===== config.mk =====
export PLATFORM = sky130hd
export DESIGN_NAME = simple_moving_average_core_flat
export DESIGN_NICKNAME = d
export VERILOG_FILES = /design/src/hw/rtl/smavg_pkg.sv /design/src/hw/rtl/smavg_sample_if.sv /design/src/hw/rtl/smavg_result_if.sv /design/src/hw/rtl/smavg_div.sv /design/src/hw/rtl/simple_moving_average_core.sv /design/src/flat_wrapper.sv
export SDC_FILE = /design/constraint.sdc
export NUM_CORES = 2
export LEC_CHECK = 0
export BUFFER_PORTS_ARGS = -buffer_cell sky130_fd_sc_hd__buf_2
export CORE_ASPECT_RATIO = 1.25
export CORE_UTILIZATION = 54
export DETAILED_ROUTE_END_ITERATION = 10
export PLACE_DENSITY = 0.72
export SETUP_SLACK_MARGIN = 0.15
export SYNTH_ARGS = -nofsm -noshare
export SYNTH_HDL_FRONTEND = slang
export SYNTH_SLANG_ARGS = --single-unit

===== constraint.sdc =====
create_clock -name clk_i -period 4.8 [get_ports clk_i]
set_input_delay 0.24 -clock clk_i [delete_from_list [all_inputs] [get_ports clk_i]]
set_output_delay 0.24 -clock clk_i [all_outputs]
set_load 0.05 [all_outputs]

===== src/hw/rtl/smavg_pkg.sv =====
package smavg_pkg;

  localparam int CFG_W = 7;
  localparam int WIN_RESET = 8;

  typedef enum logic [2:0] {
    ST_IDLE,
    ST_UPDATE,
    ST_START,
    ST_DIVIDE,
    ST_OUTPUT
  } smavg_state_e;

endpackage


===== src/hw/rtl/smavg_sample_if.sv =====
interface smavg_sample_if #(
  parameter int SAMPLE_WIDTH = 32
);
  logic                           valid;
  logic                           ready;
  logic signed [SAMPLE_WIDTH-1:0] sample;
  logic                           restart;

  modport source(output valid, sample, restart, input ready);
  modport sink(input valid, sample, restart, output ready);
endinterface


===== src/hw/rtl/smavg_result_if.sv =====
interface smavg_result_if #(
  parameter int SAMPLE_WIDTH = 32
);
  logic                           valid;
  logic                           ready;
  logic signed [SAMPLE_WIDTH-1:0] average;
  logic                           window_full;

  modport source(output valid, average, window_full, input ready);
  modport sink(input valid, average, window_full, output ready);
endinterface


===== src/hw/rtl/smavg_div.sv =====
module smavg_div #(
  parameter int DW = 38,
  parameter int VW = 7
) (
  input  logic                 clk_i,
  input  logic                 rst_ni,
  input  logic                 start_i,
  input  logic signed [DW-1:0] dividend_i,
  input  logic        [VW-1:0] divisor_i,
  output logic                 done_o,
  output logic signed [DW-1:0] quotient_o
);

  localparam int CW = $clog2(DW + 1);

  logic [CW-1:0] cnt_q;
  logic          done_q;
  logic          neg_q;
  logic [DW-1:0] quo_q;
  logic [VW-1:0] rem_q;
  logic [VW-1:0] dv_q;
  logic [DW-1:0] mag;
  logic [VW:0]   sh;
  logic [VW:0]   diff;
  logic          ge;

  // Restoring division on the magnitude, one quotient bit per cycle.
  assign mag  = dividend_i[DW-1] ? DW'(-dividend_i) : DW'(dividend_i);
  assign sh   = {rem_q, quo_q[DW-1]};
  assign diff = sh - {1'b0, dv_q};
  assign ge   = sh >= {1'b0, dv_q};

  always_ff @(posedge clk_i or negedge rst_ni) begin
    if (!rst_ni) begin
      cnt_q  <= '0;
      done_q <= 1'b0;
    end else begin
      done_q <= (cnt_q == CW'(1));
      if (start_i) begin
        cnt_q <= CW'(DW);
      end else if (cnt_q != '0) begin
        cnt_q <= cnt_q - CW'(1);
      end
    end
  end

  always_ff @(posedge clk_i) begin
    if (start_i) begin
      neg_q <= dividend_i[DW-1];
      quo_q <= mag;
      rem_q <= '0;
      dv_q  <= divisor_i;
    end else if (cnt_q != '0) begin
      rem_q <= ge ? diff[VW-1:0] : sh[VW-1:0];
      quo_q <= {quo_q[DW-2:0], ge};
    end
  end

  assign done_o     = done_q;
  assign quotient_o = neg_q ? -$signed(quo_q) : $signed(quo_q);

endmodule


===== src/hw/rtl/simple_moving_average_core.sv =====
// Moving average of signed fixed-point samples over a configurable window.
// A result is computed by a bit-serial divider after its request is taken; one request is
// in work at a time, and a new request is taken only once the last result is loaded.
// A result still waiting on the result side stalls the next one.
// Reset empties the window and sets the window size to 8 (capped at MAX_WINDOW); the sample ring is not cleared.
module simple_moving_average_core
  import smavg_pkg::*;
#(
  parameter int MAX_WINDOW   = 64,
  parameter int SAMPLE_WIDTH = 32
) (
  input  logic             clk_i,
  input  logic             rst_ni,
  input  logic             cfg_we_i,
  input  logic [CFG_W-1:0] cfg_wdata_i,
  smavg_sample_if.sink     sample_i,
  smavg_result_if.source   result_o
);

  localparam int PTR_W = (MAX_WINDOW > 1) ? $clog2(MAX_WINDOW) : 1;
  localparam int CNT_W = $clog2(MAX_WINDOW + 1);
  localparam int OFS_W = CNT_W + 1;
  localparam int SUM_W = SAMPLE_WIDTH + $clog2(MAX_WINDOW);
  localparam int WIN_INIT = (WIN_RESET > MAX_WINDOW) ? MAX_WINDOW : WIN_RESET;

  smavg_state_e state_q, state_d;

  logic        [CNT_W-1:0]        win_q;
  logic        [CNT_W-1:0]        fill_q;
  logic        [PTR_W-1:0]        wp_q;
  logic signed [SUM_W-1:0]        sum_q;
  logic signed [SAMPLE_WIDTH-1:0] smp_q;
  logic signed [SAMPLE_WIDTH-1:0] old_q;
  logic signed [SAMPLE_WIDTH-1:0] ring [MAX_WINDOW];
  logic                           out_valid_q;
  logic signed [SAMPLE_WIDTH-1:0] avg_q;
  logic                           full_q;

  logic                    accept;
  logic                    load_out;
  logic                    div_start;
  logic                    div_done;
  logic signed [SUM_W-1:0] quotient;
  logic [CNT_W-1:0]        cfg_win;
  logic [PTR_W-1:0]        base_ptr;
  logic [PTR_W-1:0]        wp_next;
  logic [OFS_W-1:0]        ofs;
  logic [OFS_W-1:0]        ofs_wrap;
  logic [PTR_W-1:0]        old_ptr;

  assign sample_i.ready = (state_q == ST_IDLE);
  assign accept         = sample_i.valid && (state_q == ST_IDLE);
  assign div_start      = (state_q == ST_START);

  always_comb begin
    if (cfg_wdata_i == '0) begin
      cfg_win = CNT_W'(1);
    end else if (int'(cfg_wdata_i) > MAX_WINDOW) begin
      cfg_win = CNT_W'(MAX_WINDOW);
    end else begin
      cfg_win = CNT_W'(cfg_wdata_i);
    end
  end

  // A restart places the new sample at the start of the ring, with the window emptied.
  assign base_ptr = sample_i.restart ? '0 : wp_q;
  assign wp_next  = (base_ptr == PTR_W'(MAX_WINDOW - 1)) ? '0 : base_ptr + PTR_W'(1);
  assign ofs      = OFS_W'(base_ptr) + OFS_W'(MAX_WINDOW) - OFS_W'(win_q);
  assign ofs_wrap = (ofs >= OFS_W'(MAX_WINDOW)) ? ofs - OFS_W'(MAX_WINDOW) : ofs;
  assign old_ptr  = ofs_wrap[PTR_W-1:0];

  always_ff @(posedge clk_i) begin
    if (accept) begin
      ring[base_ptr] <= sample_i.sample;
      old_q          <= ring[old_ptr];
      smp_q          <= sample_i.sample;
    end
  end

  always_ff @(posedge clk_i or negedge rst_ni) begin
    if (!rst_ni) begin
      state_q <= ST_IDLE;
      win_q   <= CNT_W'(WIN_INIT);
      fill_q  <= '0;
      wp_q    <= '0;
      sum_q   <= '0;
    end else begin
      state_q <= state_d;
      if (cfg_we_i) begin
        win_q  <= cfg_win;
        fill_q <= '0;
        wp_q   <= '0;
        sum_q  <= '0;
      end else if (accept) begin
        wp_q <= wp_next;
        if (sample_i.restart) begin
          fill_q <= '0;
          sum_q  <= '0;
        end
      end else if (state_q == ST_UPDATE) begin
        if (fill_q < win_q) begin
          sum_q  <= sum_q + SUM_W'(smp_q);
          fill_q <= fill_q + CNT_W'(1);
        end else begin
          sum_q <= sum_q + SUM_W'(smp_q) - SUM_W'(old_q);
        end
      end
    end
  end

  always_comb begin
    state_d  = state_q;
    load_out = 1'b0;
    unique case (state_q)
      ST_IDLE: begin
        if (accept) begin
          state_d = ST_UPDATE;
        end
      end
      ST_UPDATE: begin
        state_d = ST_START;
      end
      ST_START: begin
        state_d = ST_DIVIDE;
      end
      ST_DIVIDE: begin
        if (div_done) begin
          state_d = ST_OUTPUT;
        end
      end
      ST_OUTPUT: begin
        if (!out_valid_q || result_o.ready) begin
          load_out = 1'b1;
          state_d  = ST_IDLE;
        end
      end
      default: begin
        state_d = ST_IDLE;
      end
    endcase
  end

  smavg_div #(
    .DW(SUM_W),
    .VW(CNT_W)
  ) u_div (
    .clk_i     (clk_i),
    .rst_ni    (rst_ni),
    .start_i   (div_start),
    .dividend_i(sum_q),
    .divisor_i (fill_q),
    .done_o    (div_done),
    .quotient_o(quotient)
  );

  always_ff @(posedge clk_i or negedge rst_ni) begin
    if (!rst_ni) begin
      out_valid_q <= 1'b0;
    end else if (load_out) begin
      out_valid_q <= 1'b1;
    end else if (result_o.ready) begin
      out_valid_q <= 1'b0;
    end
  end

  always_ff @(posedge clk_i) begin
    if (load_out) begin
      avg_q  <= quotient[SAMPLE_WIDTH-1:0];
      full_q <= (fill_q == win_q);
    end
  end

  assign result_o.valid       = out_valid_q;
  assign result_o.average     = avg_q;
  assign result_o.window_full = full_q;

endmodule


===== src/flat_wrapper.sv =====
// flat-port wrapper written by rule: the top's interface ports become plain ports
module simple_moving_average_core_flat import smavg_pkg::*;
#(
  parameter int MAX_WINDOW   = 64,
  parameter int SAMPLE_WIDTH = 32
)
  (clk_i, rst_ni, cfg_we_i, cfg_wdata_i, sample_i_valid, sample_i_sample, sample_i_restart, sample_i_ready, result_o_valid, result_o_average, result_o_window_full, result_o_ready);
  smavg_sample_if #(.SAMPLE_WIDTH(SAMPLE_WIDTH)) sample_i_i ();
  smavg_result_if #(.SAMPLE_WIDTH(SAMPLE_WIDTH)) result_o_i ();
  input  logic clk_i;
  input  logic rst_ni;
  input  logic cfg_we_i;
  input  logic [CFG_W-1:0] cfg_wdata_i;
  input wire logic [$bits(sample_i_i.valid)-1:0] sample_i_valid;
  input wire logic [$bits(sample_i_i.sample)-1:0] sample_i_sample;
  input wire logic [$bits(sample_i_i.restart)-1:0] sample_i_restart;
  output wire logic [$bits(sample_i_i.ready)-1:0] sample_i_ready;
  output wire logic [$bits(result_o_i.valid)-1:0] result_o_valid;
  output wire logic [$bits(result_o_i.average)-1:0] result_o_average;
  output wire logic [$bits(result_o_i.window_full)-1:0] result_o_window_full;
  input wire logic [$bits(result_o_i.ready)-1:0] result_o_ready;
  assign sample_i_i.valid = sample_i_valid;
  assign sample_i_i.sample = sample_i_sample;
  assign sample_i_i.restart = sample_i_restart;
  assign sample_i_ready = sample_i_i.ready;
  assign result_o_valid = result_o_i.valid;
  assign result_o_average = result_o_i.average;
  assign result_o_window_full = result_o_i.window_full;
  assign result_o_i.ready = result_o_ready;
  simple_moving_average_core #(.MAX_WINDOW(MAX_WINDOW), .SAMPLE_WIDTH(SAMPLE_WIDTH)) u_core (.clk_i(clk_i), .rst_ni(rst_ni), .cfg_we_i(cfg_we_i), .cfg_wdata_i(cfg_wdata_i), .sample_i(sample_i_i), .result_o(result_o_i));
endmodule

==> run metrics <==
H-tree Lvls=4; Int Pwr=34.7 mW; Filler cells=11400; drt pass-1 iters=7; sequential share of the synthesized area=0.734; clk slew on worst S/H paths=60 ps; most common cell in the netlist=edfxtp_1; Synth area leader=edfxtp_1; GRT Overall Usage=0.260; antenna violations before repair=14; Critical Path Fanout Max=4; fmax=208 MHz; Row Count=169; top_reg_cell synth=edfxtp_1; Fin. Hold Viols=0; CP Class=reg2reg; Top Layer Used=met4; Register Area=0.0677 mm2; fraction of registers with async set/reset=0.0304; share of cells above drive strength 1=0.295; chip width=372 um; vias=47400; Period Utilization, post-route=1.00; sw power=12.0 mW; global-route wire length before repair=323000 um; DR WL met2=117000 um; r2r setup slk=-6 ps; Cell variety after synth=82; CTS Buf Count=202; PwrDens=442 mW/mm2; CTS sink cnt=2267; largest net degree at the start of global routing=71; # DRC=0; gpl congestion=0.913; max-slew violations=0; commonest cells in the netlist=2191 x edfxtp_1, 640 x mux4_2, 179 x nor2_1; worst endpoint required time=5530 ps; Core Area=0.170 mm2; Worst Slack Setup Final=-5.93 ps; Final #Nets=5186; Die Y=464 um; Routed Antenna Nets=0; Synth top area share=0.714; cell area after synthesis=0.0922 mm2; switch share=0.256; post-route clock skew=30.7 ps; nature of the critical path endpoint=flip-flop; average via count per standard cell=6.38; violated checks=negative setup slack; Max Cap Violations=0; Flop pwr share=0.482; Static Leak=34.8 nW; Synth Register Bits=2267; clock period minus worst slack=4810 ps; routed len/inst=29.8 um; Cells after Synth=4587; Syn Nets=4735; HP Class=in2reg; met3 routed WL=15200 um; Mean Syn Cell Area=20.1 um2; Startpoint Class=flip-flop; initial detailed-routing violation count=5074; Die ar.=0.172 mm2; RSZ-0062 raised after global routing=yes; Worst Tran Pin Value=1290 ps; I/O Buffers=79; clock latency on the worst-skew pair=850 ps; Slew headroom=0.138; Post-DP HPWL=132000 um; Initial Util=0.544; number of global-route vias before repair=48600; Final Instance Area=0.106 mm2; Final Setup Violations=1; Area contributors post-synth=edfxtp_1 71%, mux4_2 16%, dfrtp_1 1.8%, ha_1 1.3%, xnor2_1 0.85%; yosys warns=0; Metal-1 WL=83000 um; Area Growth Syn to Fin=14.5%; VDD IR max=0.464 mV; WL final=222000 um; TritonCTS clock tree=built; gr ovfl total=0; Post-synth EDFFs=2191; Area after DPL=0.0982 mm2; Multi-input gate area=0.0244 mm2; status=finished with violations; Ports=80; Max clock buf depth=3; logic gate share of total power=0.178; Setup TNS=-5.93 ps; Clk network pwr share=0.341; WP data arrival=5530 ps; CTS root buf=clkbuf_16
[cells by family after synthesis]
logic type                 synth area share
DFF                                   0.734
AOI/OAI and AO/OA                    0.0357
xor gates and xnor gates             0.0135
muxes                                 0.160
buffers and inverters                0.0125
and+or+nand+nor                      0.0301
adders and majority gates            0.0143
[registers in the layout, indices dropped and copies added (netlist names), 7 cells and up]
| signal | flops |
|---|---|
| u_core.sum_q | 38 |
| u_core.smp_q | 32 |
| u_core.u_div.rem_q | 7 |
| u_core.fill_q | 7 |
| u_core.win_q | 7 |
| u_core.old_q | 32 |
| u_core.u_div.quo_q | 38 |
| u_core.result_o.average | 32 |
| u_core.ring | 2048 |
| u_core.u_div.dv_q | 7 |
[metrics by stage]
step                setup slack (ps)  hold WS, ps  instances  power [mW]  utilization
finish                         -5.93         82.0       7434        46.7        0.623
global route                    -202         74.6       7433        48.2        0.623
CTS                             91.9         34.1       7421        46.7        0.620
detailed placement              -288          232       7011        30.9        0.579
global placement                -206          229       7011        30.8        0.579
floorplan                        168        -55.6       4587        28.0            -
[layer usage]
layer  up-vias  global-route usage
met2      2128               0.454
li1      19900                   -
met1     25000               0.339
met5         -                   0
met4         0              0.0833
met3       417              0.0348
[cell type report]
| type | instances | share of cell area |
|---|---|---|
| timing repair buffer | 462 | 0.0373 |
| tap | 2223 | 0.0263 |
| multi-input combinational | 2018 | 0.231 |
| clock buffer | 245 | 0.0506 |
| clock inverter | 130 | 0.0103 |
| inverter | 87 | 0.00310 |
| antenna | 2 | 0.0000474 |
| sequential | 2267 | 0.641 |
[worst paths after layout]
path	start	end	depth (start not counted)
max	u_core.sum_q[0]	u_core.sum_q[37]	23
min	sample_i_sample[16]	u_core.ring[47][16]	2
max reg2reg	u_core.sum_q[0]	u_core.sum_q[37]	23
min reg2reg	u_core.u_div.rem_q[6]	u_core.u_div.rem_q[6]	2
max in group asynchronous	rst_ni	u_core.u_div.cnt_q[3]	4
min in group asynchronous	rst_ni	u_core.win_q[3]	3
[cells in the final DEF, fill, tap and decap left out, drive strengths merged, types with 8 or more instances in the layout]
master	instances
xnor2	89
a211oi	48
mux4	640
nand4	21
buf	435
xor2	53
o211ai	10
o31ai	21
nor2b	57
clkinvlp	12
nand3	34
clkinv	96
dlygate4sd3	27
bufinv	16
nand2	166
nand2b	18
ha	99
a21oi	128
edfxtp	2191
o21a	11
mux2i	34
or4	10
dfrtp	68
or3	16
o21ai	150
nor2	179
a21o	51
inv	93
clkbuf	245
o21bai	15
a22o	9
nor3	38
and3	8
a31oi	14
[critical path, cell delays in order, from the launching register on]
cell and delay, ps:
dfrtp_1 370, ha_2 190, inv_2 40, fa_2 340, nor2b_2 130, o21a_1 150
o21ai_2 70, a21o_1 210, a21oi_4 220, buf_6 160, buf_4 110, nor2b_2 50
o21ai_2 200, xor2_2 290, ha_4 270, and2_4 140, a221oi_4 350, a31oi_4 190
a21oi_4 250, a2111oi_2 100, or3b_4 390, xnor2_2 150, nor2_1 60, o31a_1 240
[what timing repair did]
| item | CTS | global route |
|---|---|---|
| hold endpoints to repair | 83 | 0 |
| pin swaps | 12 | 33 |
| resized for setup | 32 | 66 |
| gates cloned | 0 | 0 |
| hold buffers | 27 | 0 |
| buffers inserted | 8 | 11 |
| endpoints found under the setup margin | 11 | 14 |
[power by group through the flow]
stage	Combinational, mW	Sequential [mW]	Clock (mW)
finish	8.30	22.5	15.9
global route	8.91	22.5	16.8
detailed placement	7.99	22.9	0
floorplan	5.18	22.8	0
CTS	8.12	22.5	16.1
global placement	7.89	22.9	0
(Power assumes the default switching activity.)
